[config.mk]
export PLATFORM = sky130hd
export DESIGN_NAME = approximate_pattern_matcher_unit_flat
export DESIGN_NICKNAME = d
export VERILOG_FILES = /design/src/hw/rtl/apm_pkg.sv /design/src/hw/rtl/apm_if.sv /design/src/hw/rtl/apm_ram.sv /design/src/hw/rtl/apm_csr.sv /design/src/hw/rtl/approximate_pattern_matcher_unit.sv /design/src/flat_wrapper.sv
export SDC_FILE = /design/constraint.sdc
export NUM_CORES = 1
export LEC_CHECK = 0
export ABC_CLOCK_PERIOD_IN_PS = 16900
export CORE_MARGIN = 8
export CORE_UTILIZATION = 68
export DETAILED_ROUTE_END_ITERATION = 10
export DONT_BUFFER_PORTS = 1
export PLACE_DENSITY = 0.89
export SLEW_MARGIN = 20
export SYNTH_ARGS = -nofsm -noshare
export SYNTH_HDL_FRONTEND = slang
export SYNTH_SLANG_ARGS = --single-unit
export TNS_END_PERCENT = 100
[constraint.sdc]
create_clock -name clock -period 16.9 [get_ports clock]
set_clock_uncertainty 0.1 [all_clocks]
set_input_delay 0.845 -clock clock [delete_from_list [all_inputs] [get_ports clock]]
set_output_delay 0.845 -clock clock [all_outputs]
set_load 0.03 [all_outputs]
[src/hw/rtl/apm_pkg.sv]
// ============================================================================
// apm_pkg
// Shared widths, register indexes and sequencer states of the approximate
// pattern matcher.
// ============================================================================
`default_nettype none

package apm_pkg;

   // Default sizes of the matcher
   localparam int PATTERN_MAX_DEF  = 32;
   localparam int ERROR_LEVELS_DEF = 8;

   // Payload widths
   localparam int TEXT_W     = 8;
   localparam int START_W    = 33;
   localparam int EDIT_W     = 3;
   localparam int CSR_IDX_W  = 3;
   localparam int CSR_DATA_W = 64;
   localparam int PLEN_W     = 6;
   localparam int MERR_W     = 3;
   localparam int PAT_REGS   = 4;
   localparam int PAT_BYTES  = PAT_REGS * CSR_DATA_W / TEXT_W;

   // Register indexes of the configuration port
   typedef enum logic [CSR_IDX_W-1:0] {
      CSR_PAT_0_7   = 3'd0,
      CSR_PAT_8_15  = 3'd1,
      CSR_PAT_16_23 = 3'd2,
      CSR_PAT_24_31 = 3'd3,
      CSR_PAT_LEN   = 3'd4,
      CSR_MAX_ERR   = 3'd5
   } csr_idx_type;

   // Sequencer states
   typedef enum logic [1:0] {
      ST_IDLE,
      ST_UPDATE,
      ST_EMIT
   } seq_state_type;

endpackage : apm_pkg

`default_nettype wire

[src/hw/rtl/apm_if.sv]
// ============================================================================
// apm channel interfaces
// Valid/ready channels for text bytes, match results and register writes.
// ============================================================================
`default_nettype none

interface apm_req_if import apm_pkg::*; ();
   logic              valid;
   logic              ready;
   logic [TEXT_W-1:0] text_byte;

   modport source (output valid, output text_byte, input ready);
   modport sink   (input valid, input text_byte, output ready);
endinterface : apm_req_if

interface apm_rsp_if import apm_pkg::*; ();
   logic                      valid;
   logic                      ready;
   logic signed [START_W-1:0] match_start;
   logic [EDIT_W-1:0]         edit_count;
   logic                      last_match;

   modport source (output valid, output match_start, output edit_count,
                   output last_match, input ready);
   modport sink   (input valid, input match_start, input edit_count,
                   input last_match, output ready);
endinterface : apm_rsp_if

interface apm_csr_if import apm_pkg::*; ();
   logic                  valid;
   logic                  ready;
   logic [CSR_IDX_W-1:0]  index;
   logic [CSR_DATA_W-1:0] data;

   modport source (output valid, output index, output data, input ready);
   modport sink   (input valid, input index, input data, output ready);
endinterface : apm_csr_if

`default_nettype wire

[src/hw/rtl/apm_ram.sv]
// ============================================================================
// apm_ram
// Generic simple dual-port RAM: one write port, one read port, registered read.
// ============================================================================
`default_nettype none

module apm_ram #(
   parameter int  WIDTH  = 32,
   parameter int  DEPTH  = 8,
   localparam int ADDR_W = (DEPTH > 1) ? $clog2(DEPTH) : 1
) (
   input  wire logic                  clock,
   input  wire logic                  wr_en,
   input  wire logic [ADDR_W-1:0]     wr_addr,
   input  wire logic [WIDTH-1:0]      wr_data,
   input  wire logic [ADDR_W-1:0]     rd_addr,
   output      logic [WIDTH-1:0]      rd_data
);
   logic [WIDTH-1:0] mem_ff [DEPTH];

   // Write and registered read
   always_ff @(posedge clock) begin
      if (wr_en) begin
         mem_ff[wr_addr] <= wr_data;
      end
      rd_data <= mem_ff[rd_addr];
   end
endmodule : apm_ram

`default_nettype wire

[src/hw/rtl/apm_csr.sv]
// ============================================================================
// apm_csr
// Pattern registers and the per-byte active-low match mask.
// ============================================================================
`default_nettype none

module apm_csr import apm_pkg::*; #(
   parameter int  PATTERN_MAX = PATTERN_MAX_DEF,
   localparam int TOP_W       = (PATTERN_MAX > 1) ? $clog2(PATTERN_MAX) : 1
) (
   input  wire logic                   clock,
   input  wire logic                   reset,
   apm_csr_if.sink                     csr_chan,
   input  wire logic [TEXT_W-1:0]      text_byte,
   output      logic [PATTERN_MAX-1:0] byte_mask,
   output      logic [TOP_W-1:0]       top_bit,
   output      logic [MERR_W-1:0]      max_errors
);
   localparam int LEN_W = $clog2(PATTERN_MAX + 1);
   localparam int CLW   = (LEN_W > PLEN_W) ? LEN_W : PLEN_W;

   logic [CSR_DATA_W-1:0] pat_ff [PAT_REGS];
   logic [PLEN_W-1:0]     plen_ff;
   logic [MERR_W-1:0]     merr_ff;
   logic [CLW-1:0]        len_c;
   logic [CLW-1:0]        len_ext;

   assign csr_chan.ready = 1'b1;

   // Take register beats; unknown indexes drop
   always_ff @(posedge clock) begin
      if (reset) begin
         for (int r = 0; r < PAT_REGS; r++) begin
            pat_ff[r] <= '0;
         end
         plen_ff <= PLEN_W'(1);
         merr_ff <= '0;
      end else if (csr_chan.valid) begin
         unique case (csr_idx_type'(csr_chan.index))
            CSR_PAT_0_7:   pat_ff[0] <= csr_chan.data;
            CSR_PAT_8_15:  pat_ff[1] <= csr_chan.data;
            CSR_PAT_16_23: pat_ff[2] <= csr_chan.data;
            CSR_PAT_24_31: pat_ff[3] <= csr_chan.data;
            CSR_PAT_LEN:   plen_ff   <= csr_chan.data[PLEN_W-1:0];
            CSR_MAX_ERR:   merr_ff   <= csr_chan.data[MERR_W-1:0];
            default: ;
         endcase
      end
   end

   // Clamp the length into 1..PATTERN_MAX
   always_comb begin
      len_ext = CLW'(plen_ff);
      if (len_ext == '0) begin
         len_c = CLW'(1);
      end else if (len_ext > CLW'(PATTERN_MAX)) begin
         len_c = CLW'(PATTERN_MAX);
      end else begin
         len_c = len_ext;
      end
   end

   assign top_bit    = TOP_W'(len_c - CLW'(1));
   assign max_errors = merr_ff;

   // Compare each pattern byte against the text byte; zero marks a hit
   for (genvar i = 0; i < PATTERN_MAX; i++) begin : g_mask
      logic [TEXT_W-1:0] pbyte;
      if (i < PAT_BYTES) begin : g_reg
         assign pbyte = pat_ff[i / 8][(i % 8) * 8 +: 8];
      end else begin : g_zero
         assign pbyte = '0;
      end
      assign byte_mask[i] = !((pbyte == text_byte) && (len_c > CLW'(i)));
   end
endmodule : apm_csr

`default_nettype wire

[src/hw/rtl/approximate_pattern_matcher_unit.sv]
// ============================================================================
// approximate_pattern_matcher_unit
// Bitap (Wu-Manber) approximate search over a byte stream with up to
// max_errors insertions, deletions and substitutions.
// ============================================================================
//
//  channel  | dir | payload                                  | beat
//  ---------+-----+------------------------------------------+---------------
//  req_chan | in  | text_byte[7:0]                           | one text byte
//  rsp_chan | out | match_start[32:0] s, edit_count, last    | one match
//  csr_chan | in  | index[2:0], data[63:0]                   | register write
//
//  A byte is taken in ST_IDLE; the level vectors live in a one-port-read,
//  one-port-write RAM and are updated one level per cycle, then the hits
//  are sent one beat per cycle while rsp_chan is ready.
//  Reset clears the level valid bits, so every level reads as all ones.
//  A stalled rsp_chan holds the current beat; no byte is taken until the last
//  match beat of the previous byte has left. csr_chan is always ready.
// ============================================================================
`default_nettype none

module approximate_pattern_matcher_unit import apm_pkg::*; #(
   parameter int PATTERN_MAX  = PATTERN_MAX_DEF,
   parameter int ERROR_LEVELS = ERROR_LEVELS_DEF
) (
   input  wire logic clock,
   input  wire logic reset,
   apm_req_if.sink   req_chan,
   apm_rsp_if.source rsp_chan,
   apm_csr_if.sink   csr_chan
);
   localparam int TOP_W = (PATTERN_MAX > 1) ? $clog2(PATTERN_MAX) : 1;
   localparam int LVL_W = (ERROR_LEVELS > 1) ? $clog2(ERROR_LEVELS) : 1;
   localparam int CMP_W = (LVL_W > MERR_W) ? LVL_W : MERR_W;

   seq_state_type             state_ff, state_in;
   logic [PATTERN_MAX-1:0]    mask_ff, mask_in;
   logic [PATTERN_MAX-1:0]    prev_old_ff, prev_old_in;
   logic [PATTERN_MAX-1:0]    prev_new_ff, prev_new_in;
   logic [ERROR_LEVELS-1:0]   hits_ff, hits_in;
   logic [ERROR_LEVELS-1:0]   valid_ff, valid_in;
   logic [LVL_W-1:0]          lvl_ff, lvl_in;
   logic [31:0]               index_ff, index_in;
   logic signed [START_W-1:0] start_ff, start_in;

   logic [PATTERN_MAX-1:0]    byte_mask;
   logic [TOP_W-1:0]          top_bit;
   logic [MERR_W-1:0]         max_errors;

   logic [PATTERN_MAX-1:0]    rd_data;
   logic [PATTERN_MAX-1:0]    old_vec;
   logic [PATTERN_MAX-1:0]    new_vec;
   logic [LVL_W-1:0]          rd_addr;
   logic                      wr_en;

   logic [LVL_W-1:0]          low_idx;
   logic [ERROR_LEVELS-1:0]   low_bit;
   logic                      req_beat;

   // Pattern registers and byte mask
   apm_csr #(
      .PATTERN_MAX (PATTERN_MAX)
   ) u_csr (
      .clock      (clock),
      .reset      (reset),
      .csr_chan   (csr_chan),
      .text_byte  (req_chan.text_byte),
      .byte_mask  (byte_mask),
      .top_bit    (top_bit),
      .max_errors (max_errors)
   );

   // Level vector store
   apm_ram #(
      .WIDTH (PATTERN_MAX),
      .DEPTH (ERROR_LEVELS)
   ) u_level_ram (
      .clock   (clock),
      .wr_en   (wr_en),
      .wr_addr (lvl_ff),
      .wr_data (new_vec),
      .rd_addr (rd_addr),
      .rd_data (rd_data)
   );

   // A level never written since reset reads as all ones
   assign old_vec = valid_ff[lvl_ff] ? rd_data : '1;

   // Bitap recurrence for the level in flight
   always_comb begin
      new_vec = (old_vec << 1) | mask_ff;
      if (lvl_ff != '0) begin
         new_vec = new_vec & prev_old_ff & (prev_new_ff << 1) & (prev_old_ff << 1);
      end
   end

   // Lowest pending hit
   always_comb begin
      low_idx = '0;
      for (int k = ERROR_LEVELS - 1; k >= 0; k--) begin
         if (hits_ff[k]) begin
            low_idx = LVL_W'(k);
         end
      end
      low_bit = '0;
      low_bit[low_idx] = 1'b1;
   end

   assign req_chan.ready       = (state_ff == ST_IDLE);
   assign req_beat             = req_chan.valid && req_chan.ready;
   assign rsp_chan.valid       = (state_ff == ST_EMIT);
   assign rsp_chan.match_start = start_ff;
   assign rsp_chan.edit_count  = EDIT_W'(low_idx);
   assign rsp_chan.last_match  = ((hits_ff & ~low_bit) == '0);

   // Sequencer: next state and datapath updates
   always_comb begin
      state_in    = state_ff;
      mask_in     = mask_ff;
      prev_old_in = prev_old_ff;
      prev_new_in = prev_new_ff;
      hits_in     = hits_ff;
      valid_in    = valid_ff;
      lvl_in      = lvl_ff;
      index_in    = index_ff;
      start_in    = start_ff;
      rd_addr     = '0;
      wr_en       = 1'b0;

      unique case (state_ff)
         ST_IDLE: begin
            // Take a text beat and fetch level zero
            if (req_beat) begin
               mask_in  = byte_mask;
               start_in = $signed({1'b0, index_ff} - START_W'(top_bit));
               index_in = index_ff + 32'd1;
               lvl_in   = '0;
               hits_in  = '0;
               state_in = ST_UPDATE;
            end
         end
         ST_UPDATE: begin
            // Write back this level, fetch the next one
            rd_addr          = lvl_ff + LVL_W'(1);
            wr_en            = 1'b1;
            valid_in[lvl_ff] = 1'b1;
            prev_old_in      = old_vec;
            prev_new_in      = new_vec;
            hits_in[lvl_ff]  = !new_vec[top_bit] &&
                               (CMP_W'(lvl_ff) <= CMP_W'(max_errors));
            lvl_in           = lvl_ff + LVL_W'(1);
            if (lvl_ff == LVL_W'(ERROR_LEVELS - 1)) begin
               state_in = (hits_in != '0) ? ST_EMIT : ST_IDLE;
            end
         end
         ST_EMIT: begin
            // Drop the sent hit; leave after the last beat
            if (rsp_chan.ready) begin
               hits_in = hits_ff & ~low_bit;
               if (rsp_chan.last_match) begin
                  state_in = ST_IDLE;
               end
            end
         end
         default: state_in = ST_IDLE;
      endcase
   end

   // Control registers
   always_ff @(posedge clock) begin
      if (reset) begin
         state_ff <= ST_IDLE;
         valid_ff <= '0;
         index_ff <= '0;
         hits_ff  <= '0;
         lvl_ff   <= '0;
      end else begin
         state_ff <= state_in;
         valid_ff <= valid_in;
         index_ff <= index_in;
         hits_ff  <= hits_in;
         lvl_ff   <= lvl_in;
      end
   end

   // Payload registers
   always_ff @(posedge clock) begin
      mask_ff     <= mask_in;
      prev_old_ff <= prev_old_in;
      prev_new_ff <= prev_new_in;
      start_ff    <= start_in;
   end
endmodule : approximate_pattern_matcher_unit

`default_nettype wire

[src/flat_wrapper.sv]
// flat-port wrapper written by rule: the top's interface ports become plain ports
module approximate_pattern_matcher_unit_flat import apm_pkg::*;
#(
   parameter int PATTERN_MAX  = PATTERN_MAX_DEF,
   parameter int ERROR_LEVELS = ERROR_LEVELS_DEF
)
  (clock, reset, req_chan_valid, req_chan_text_byte, req_chan_ready, rsp_chan_valid, rsp_chan_match_start, rsp_chan_edit_count, rsp_chan_last_match, rsp_chan_ready, csr_chan_valid, csr_chan_index, csr_chan_data, csr_chan_ready);
  apm_req_if req_chan_i ();
  apm_rsp_if rsp_chan_i ();
  apm_csr_if csr_chan_i ();
  input  wire logic clock;
  input  wire logic reset;
  input wire logic [$bits(req_chan_i.valid)-1:0] req_chan_valid;
  input wire logic [$bits(req_chan_i.text_byte)-1:0] req_chan_text_byte;
  output wire logic [$bits(req_chan_i.ready)-1:0] req_chan_ready;
  output wire logic [$bits(rsp_chan_i.valid)-1:0] rsp_chan_valid;
  output wire logic [$bits(rsp_chan_i.match_start)-1:0] rsp_chan_match_start;
  output wire logic [$bits(rsp_chan_i.edit_count)-1:0] rsp_chan_edit_count;
  output wire logic [$bits(rsp_chan_i.last_match)-1:0] rsp_chan_last_match;
  input wire logic [$bits(rsp_chan_i.ready)-1:0] rsp_chan_ready;
  input wire logic [$bits(csr_chan_i.valid)-1:0] csr_chan_valid;
  input wire logic [$bits(csr_chan_i.index)-1:0] csr_chan_index;
  input wire logic [$bits(csr_chan_i.data)-1:0] csr_chan_data;
  output wire logic [$bits(csr_chan_i.ready)-1:0] csr_chan_ready;
  assign req_chan_i.valid = req_chan_valid;
  assign req_chan_i.text_byte = req_chan_text_byte;
  assign req_chan_ready = req_chan_i.ready;
  assign rsp_chan_valid = rsp_chan_i.valid;
  assign rsp_chan_match_start = rsp_chan_i.match_start;
  assign rsp_chan_edit_count = rsp_chan_i.edit_count;
  assign rsp_chan_last_match = rsp_chan_i.last_match;
  assign rsp_chan_i.ready = rsp_chan_ready;
  assign csr_chan_i.valid = csr_chan_valid;
  assign csr_chan_i.index = csr_chan_index;
  assign csr_chan_i.data = csr_chan_data;
  assign csr_chan_ready = csr_chan_i.ready;
  approximate_pattern_matcher_unit #(.PATTERN_MAX(PATTERN_MAX), .ERROR_LEVELS(ERROR_LEVELS)) u_core (.clock(clock), .reset(reset), .req_chan(req_chan_i), .rsp_chan(rsp_chan_i), .csr_chan(csr_chan_i));
endmodule
Yosys cells after proc, flatten, opt, wreduce, memory -nomap -nowiden
Memories as Yosys holds them, arrays and structs flattened. A register that Yosys moved wholly into a read port is not among the register bits.
Cells that the tools add are included.
- register bits after elaboration: 190
- bits in writable memories: 512
- bits of input ports: 80
- output and inout port bits: 40
- logic and storage cells: 253
- memories kept: 2
- add/sub/neg operators: 4
- $lt $le $gt $ge: 39
- eq/ne operators: 44
- mux-type cells: 58
- bitwise operators: 11
- reductions and logical operators: 83
- memory list (name ; words ; width ; rd ports ; clocked after Yosys merged registers in ; write ports ; RTL line ; text):
    u_core.u_csr.pat_ff ; 4 ; 64 ; 4 ; 0 ; 4 ; apm_csr.sv:22 ; logic [CSR_DATA_W-1:0] pat_ff [PAT_REGS];
    u_core.u_level_ram.mem_ff ; 8 ; 32 ; 1 ; 1 ; 1 ; apm_ram.sv:19 ; logic [WIDTH-1:0] mem_ff [DEPTH];
- operators by type and width (kind ; count):
    $eq A8 B8 Y1 ; 32
    $mux W64 ; 4
    $and A32 B32 Y32 ; 3
    $gt A6 B5 Y1 const B ; 16
    $gt A6 B4 Y1 const B ; 8
    $logic_and A1 B1 Y1 ; 36
    $logic_not A1 Y1 ; 33
    $sub A32 B5 Y33 ; 1
    $add A32 B1 Y32 const B ; 1
    $mux W32 ; 1
    $or A32 B32 Y32 ; 1
    $mux W31 ; 1
    $mux W3 ; 10
    $mux W1 ; 25
    $gt A6 B3 Y1 const B ; 4
    $pmux W8 S3 ; 1
    $mux W8 ; 2
    $gt A6 B1 Y1 const B ; 2
    $gt A6 B2 Y1 const B ; 2
    $mux W6 ; 2
    $mux W2 ; 5
    $eq A3 B3 Y1 const B ; 3
    $and A8 B8 Y8 ; 1
    $bwmux W8 ; 1
    31 further kinds ; 44

Depth between registers and ports, before layout
- word-level depth: 18
- gate-level depth with buffers: 20
- gate-level depth less buffers: 15

By module
From an unflattened synthesis, not the netlist that was laid out.
- cell total of the unflattened synthesis: 2272
- area total of the unflattened synthesis: 32404.8 um^2
- modules (own cells, without submodules) (module ; instances ; cells an instance ; area each (um^2) ; sequential area each (um^2)):
    apm_csr ; 1 ; 1047 ; 13281.5 ; 7867.5
    apm_ram ; 1 ; 415 ; 10466.3 ; 8328.0
    approximate_pattern_matcher_unit ; 1 ; 810 ; 8657.1 ; 4904.7

Worst setup path before layout
No wires, ideal clock.
- kind: flip-flop to flip-flop
- start: register u_core.state_ff[1]
- end: memory u_core.u_level_ram.mem_ff[3][0] (enable)
- library setup time: 505 ps
- arrival: 5589 ps
- data required time: 16295 ps
- setup slack: 10707 ps
- cell stages (with the launch flop): 6
- buffers on the path: 1
- clock period less this slack: 6193 ps
- cell sequence: dfxtp_1 > inv_1 > ha_1 > clkbuf_1 > inv_1 > nor4_1
- word-level cells in the longest chain between the ends: 4
- ends and longest elaborated chain (item ; RTL line ; text):
    from (decl) ; approximate_pattern_matcher_unit.sv:36 ; seq_state_type state_ff, state_in;
    from (signal assigned) ; approximate_pattern_matcher_unit.sv:178 ; state_ff <= state_in;
    $eq A2 B1 Y1 ; approximate_pattern_matcher_unit.sv:130 ; unique case (state_ff)
    $mux W1 ; approximate_pattern_matcher_unit.sv:130 ;
    $mux W1 ; apm_ram.sv:23 ; if (wr_en) begin
    $mux W1 (implied by the code) ; apm_ram.sv:24 ; mem_ff[wr_addr] <= wr_data;
    to (decl) ; apm_ram.sv:19 ;
No other way between the ends.

Final worst setup path
- start: register u_core.u_csr.plen_ff[5] (netlist: u_core.u_csr.len_ext[5])
- end: register u_core.start_ff[27] (netlist: u_core.rsp_chan.match_start[27]) (data pin)
- word-level cells in the longest chain between the ends: 5
- elaborated cells between the ends (all ways): 6
- classes of those cells: 2 x add/sub; 1 x order compare; 2 x mux; 1 x reduce/logical
- ends and longest elaborated chain (item ; RTL line ; text):
    from (decl) ; apm_csr.sv:23 ; logic [PLEN_W-1:0] plen_ff;
    from (signal assigned) ; apm_csr.sv:44 ; CSR_PAT_LEN: plen_ff <= csr_chan.data[PLEN_W-1:0];
    $gt A6 B6 Y1 ; apm_csr.sv:56 ; end else if (len_ext > CLW'(PATTERN_MAX)) begin
    $mux W6 ; apm_csr.sv:56 ;
    $mux W6 (*) ; apm_csr.sv:54 ; if (len_ext == '0) begin
    $sub A5 B1 Y5 (*) ; apm_csr.sv:63 ; assign top_bit = TOP_W'(len_c - CLW'(1));
    $sub A32 B5 Y33 (*) ; approximate_pattern_matcher_unit.sv:135 ; start_in = $signed({1'b0, index_ff} - START_W'(top_bit));
    to (signal assigned) ; approximate_pattern_matcher_unit.sv:191 ; start_ff <= start_in;
    to (decl) ; approximate_pattern_matcher_unit.sv:44 ; logic signed [START_W-1:0] start_ff, start_in;
Mark *: on every way between the ends. The rest lies on a longest branch, timed or not.
A chain may end at the register's enable or synchronous reset.

==> impl.org <==
** Pwr
- Maximum VDD drop :: between 100 and 150 uV
- Switching fraction of total power :: 24.0%
- Internal power comes to approximately 3.2 mW.
- The analysis attributes to net switching a power of 1.02 mW.
- The clock network accounts for about 40% of the total power.
- The share of total power dissipated in sequential elements is 51.9%.
- Pleak :: 11.5 nW
- Of the total power, combinational logic draws a little under a tenth.
- In this run the power density over the cells is 120 nW/um2.

** Global routing
- Gr usage total :: between 20 and 30%
- Largest net degree at the start of global routing :: 80
- The number of antenna violations at the first check in global routing came to 0.
- The first global-routing pass estimated around 120 mm of wire.
- Via count of the first global-routing pass :: 19900
- The total overflow left after global routing is 0.

** STA
- The count of final hold-check violations was 0.
- Setup Viol. Count Final :: 0
- Dividing the final minimum period by the clock period gives 41.2%.
- Setup repair after global routing left no endpoint under its margin.
- For this run, the top clock speed supported by timing is 144 MHz.
- Adding up every negative setup slack in the final design gives 0 ns.
- The max-slew violation count is 0.
- Headroom to the max-slew limit :: 23.2%
- For the pin with the worst max-slew slack, the measured transition is ~1.1 ns.
- Time the worst path needs with I/O delays and setup :: 6.96 ns

** Clock tree
- Clock latency on the worst-skew pair :: approximately 0.61 ns
- Bufs on Longest Clock Path :: 3
- Clock Pin Slew Worst Setup and Hold Paths :: 0.06 ns
- TritonCTS created 72 clock buffers.
- Max H-tree Level :: 3
- Post-CTS repair changed the size of 0 cells.
- CTS tree :: yes
- The number of hold buffers added after CTS was 0.
- Clock sinks :: 734
- CTS root buffer :: sky130_fd_sc_hd__clkbuf_16
- Once the clock tree was built, the setup fixing pass inserted 0 buffers.

** Yosys
- Mean Syn Cell Area :: around 13 um2
- Synthesized flop and latch total :: approximately 730
- Gate count after technology mapping :: roughly 2400
- Number of warnings printed during yosys synthesis :: 0
- Summing the sequential cell areas from Yosys gives about two thirds of the chip area.
- The most used flip-flop cell after synthesis is sky130_fd_sc_hd__edfxtp_1.
- The netlist uses 74 different library cells.
- The number of nets handed over by synthesis was 2536.
- Post-synth EDFFs :: 640
- Summed instance area of the synthesized netlist :: around 32000 um2
- Share of flip-flops with an asynchronous set or reset :: 0%

** Cells and area
- Highest-count cells in the layout ignoring fill and taps :: sky130_fd_sc_hd__edfxtp_1, sky130_fd_sc_hd__and2_1, sky130_fd_sc_hd__xor2_1
- Final #Nets :: between 2000 and 2500
- Relative to the synthesized area, the layout overhead comes to 9.01%.
- Post-layout instance count excluding filler cells :: 3051
- Core utilization of the finished layout :: 75.2%
- Number of fill cells in the layout :: 2726
- Share of layout cells above drive strength 1 :: 9.82%
- Leading cell type in the layout, fill and taps excluded :: sky130_fd_sc_hd__edfxtp_1
- Number of diodes :: 0
- Summing all non-filler instances in the final layout gives an area of approximately 35000 um2.

** Setup path
- Across all register-to-register paths, the minimum setup slack is 9.94 ns.
- Cell with the largest stage delay on the worst path :: sky130_fd_sc_hd__clkinv_1
- Along the worst path, the maximum fanout reaches 20.
- Traced cell by cell, the critical path runs through clkinv_1, o21a_1, clkinv_1, ha_1, xnor2_2, inv_1, ha_1, o21ai_0, a2111oi_0, o21ai_1, nand4_2, or4_1, or4_4, xnor2_2.
- The critical path starts at u_core.u_csr.len_ext[5]$_SDFFE_PP0P_.
- The critical path is of the reg2reg type.
- Critical path capture point type :: register
- For this run, the slowest stage of the critical path takes 0.76 ns.
- For the worst setup path, the data required time is 17.15 ns.
- The startpoint identified for the worst register-to-register timing path is u_core.u_csr.len_ext[5]$_SDFFE_PP0P_.
- STA classifies the critical path startpoint as a register.
- Data arrival time of the critical path :: 7.21 ns

** Placed design
- After legalization and detailed placement, the total HPWL measured approximately 47 mm.
- Total placed cells including tap cells :: about 2900
- Area of placed instances :: 32700 um2
- Number of input and output port buffers inserted :: 0
- Routability congestion estimate from global placement :: roughly 0.91

** Detailed routing
- Routed length per placed instance :: 25.2 um
- The detail route stage leaves a number of antenna-violating nets equal to 0.
- Dividing the detail-routed via count by the number of cells gives 6.51.
- First-pass detailed-route iteration total :: 6
- The final route contains 19900 vias.
- In the routed design, unresolved DRC markers number 0.
- Number of design-rule violations left by the first detailed-router iteration :: 2320
- Wires add up to approximately 77 mm.

** Die
- Measured along the x axis, the die boundary spans 234 um.
- The die covers 54600 um2.
- Once the floorplan was initialized, standard cells occupied 69.0% of the core.
- In this run the count of I/O pins placed on the die edge is 120.
- Row count :: 79
- Overall die height :: 234 um
- Core Box Area :: 46700 um2

** Hold path
- The path class of the tightest hold or removal check is in2reg.
- Critical hold path startpoint :: reset

** Run
- The tool flagged a number of max-cap violations equal to 0.

** Status
- Result of the run :: complete, no violations
==> metal layers <==
layer  track usage [%]  wire [um]  share of wire, %  vias to the layer above
li1                  -          -                 -                     8705
met1              35.8      28500                37                     9889
met2              47.1      38200                50                     1094
met3              6.75       7630               9.9                      184
met4              10.8       2460               3.2                        0
met5                 0          0                 0                        -
==> cell usage after synthesis (all sizes together) (17+ instances only) <==
cell type	number	area [um2]
inv	36	135
ha	19	238
edfxtp	640	19200
o21ai	70	350
xor2	208	1820
a21oi	127	636
xnor2	103	917
nand3	58	295
buf	39	173
or2	34	213
nand2	91	342
and2	259	1620
nor3	50	255
clkbuf	109	409
mux4	32	721
nor4	61	397
nor2	147	554
o31ai	17	128
dfxtp	94	1880
a31oi	32	200
nand4	40	263
mux2i	50	500
==> registers in the layout, summed over array words and instances, names as in the netlist <==
signal	cells
u_core.prev_new_ff	31
u_core.u_csr.max_errors	3
u_core.hits_ff	8
u_core.lvl_ff	3
u_core.u_level_ram.mem_ff	256
u_core.state_ff	2
u_core.valid_ff	8
u_core.u_csr.len_ext	6
u_core.index_ff	32
u_core.rsp_chan.match_start	33
u_core.u_csr.pat_ff	256
u_core.mask_ff	32
u_core.u_level_ram.rd_data	32
u_core.prev_old_ff	32
==> stage by stage <==
stage	worst slack [ns]	hold WS [ns]	power, mW
6_report	9.94	0.214	4.23
5_1_grt	9.59	0.181	4.34
4_1_cts	10.15	0.170	4.23
3_5_place_dp	10.17	0.353	2.61
3_3_place_gp	10.31	0.347	2.59
2_1_floorplan	10.71	0.340	2.50
==> worst paths after layout <==
kind / cells after the start / endpoint
setup / recovery: 14 / u_core.rsp_chan.match_start[27]$_DFFE_PP_
hold / removal: 1 / u_core.index_ff[14]$_SDFFE_PP0P_
setup reg to reg: 14 / u_core.rsp_chan.match_start[27]$_DFFE_PP_
hold reg to reg: 1 / u_core.valid_ff[7]$_SDFFE_PP0P_
==> power groups by stage <==
stage	sequential (mW)	clock [mW]	combinational [mW]
finish	2.20	1.64	0.389
global route	2.20	1.72	0.424
CTS	2.19	1.65	0.388
detailed placement	2.23	0	0.380
global placement	2.23	0	0.363
floorplan	2.21	0	0.299
==> kinds of logic (layout without fill, tap and decap cells) <==
logic type	count (synthesis)	in the layout	synth area share, %
AOI/OAI and AO/OA	295	295	5.40
xor gates and xnor gates	311	311	8.51
adders and majority gates	21	21	0.832
buffers and inverters	188	196	2.27
DFF	734	734	65.6
muxes	82	82	3.79
other	1	1	0.0117
and+or+nand+nor	804	804	13.6
==> area by class of cell <==
cell class / count / area, um2 / area share, %
flip-flops and latches: 734 / 21100 / 60.1
multi-input cells: 1514 / 10500 / 29.8
clock buffers: 99 / 2080 / 5.93
well taps: 607 / 759 / 2.16
clock inverters: 32 / 342 / 0.973
repair buffers: 25 / 188 / 0.535
inverters: 40 / 150 / 0.428
==> worst max-delay path: cells and delay by family, from the launching register on <==
family | cells | cell delay, ns
buffers and inverters | 3 | 1.61
AO/OA/AOI/OAI | 4 | 1.24
AND/OR/NAND/NOR | 3 | 1.18
adder cells (fa/ha/maj) | 2 | 1.12
XOR/XNOR | 2 | 0.89
flip-flops | 1 | 0.54
Note: power is estimated with default switching activity, not from simulation.
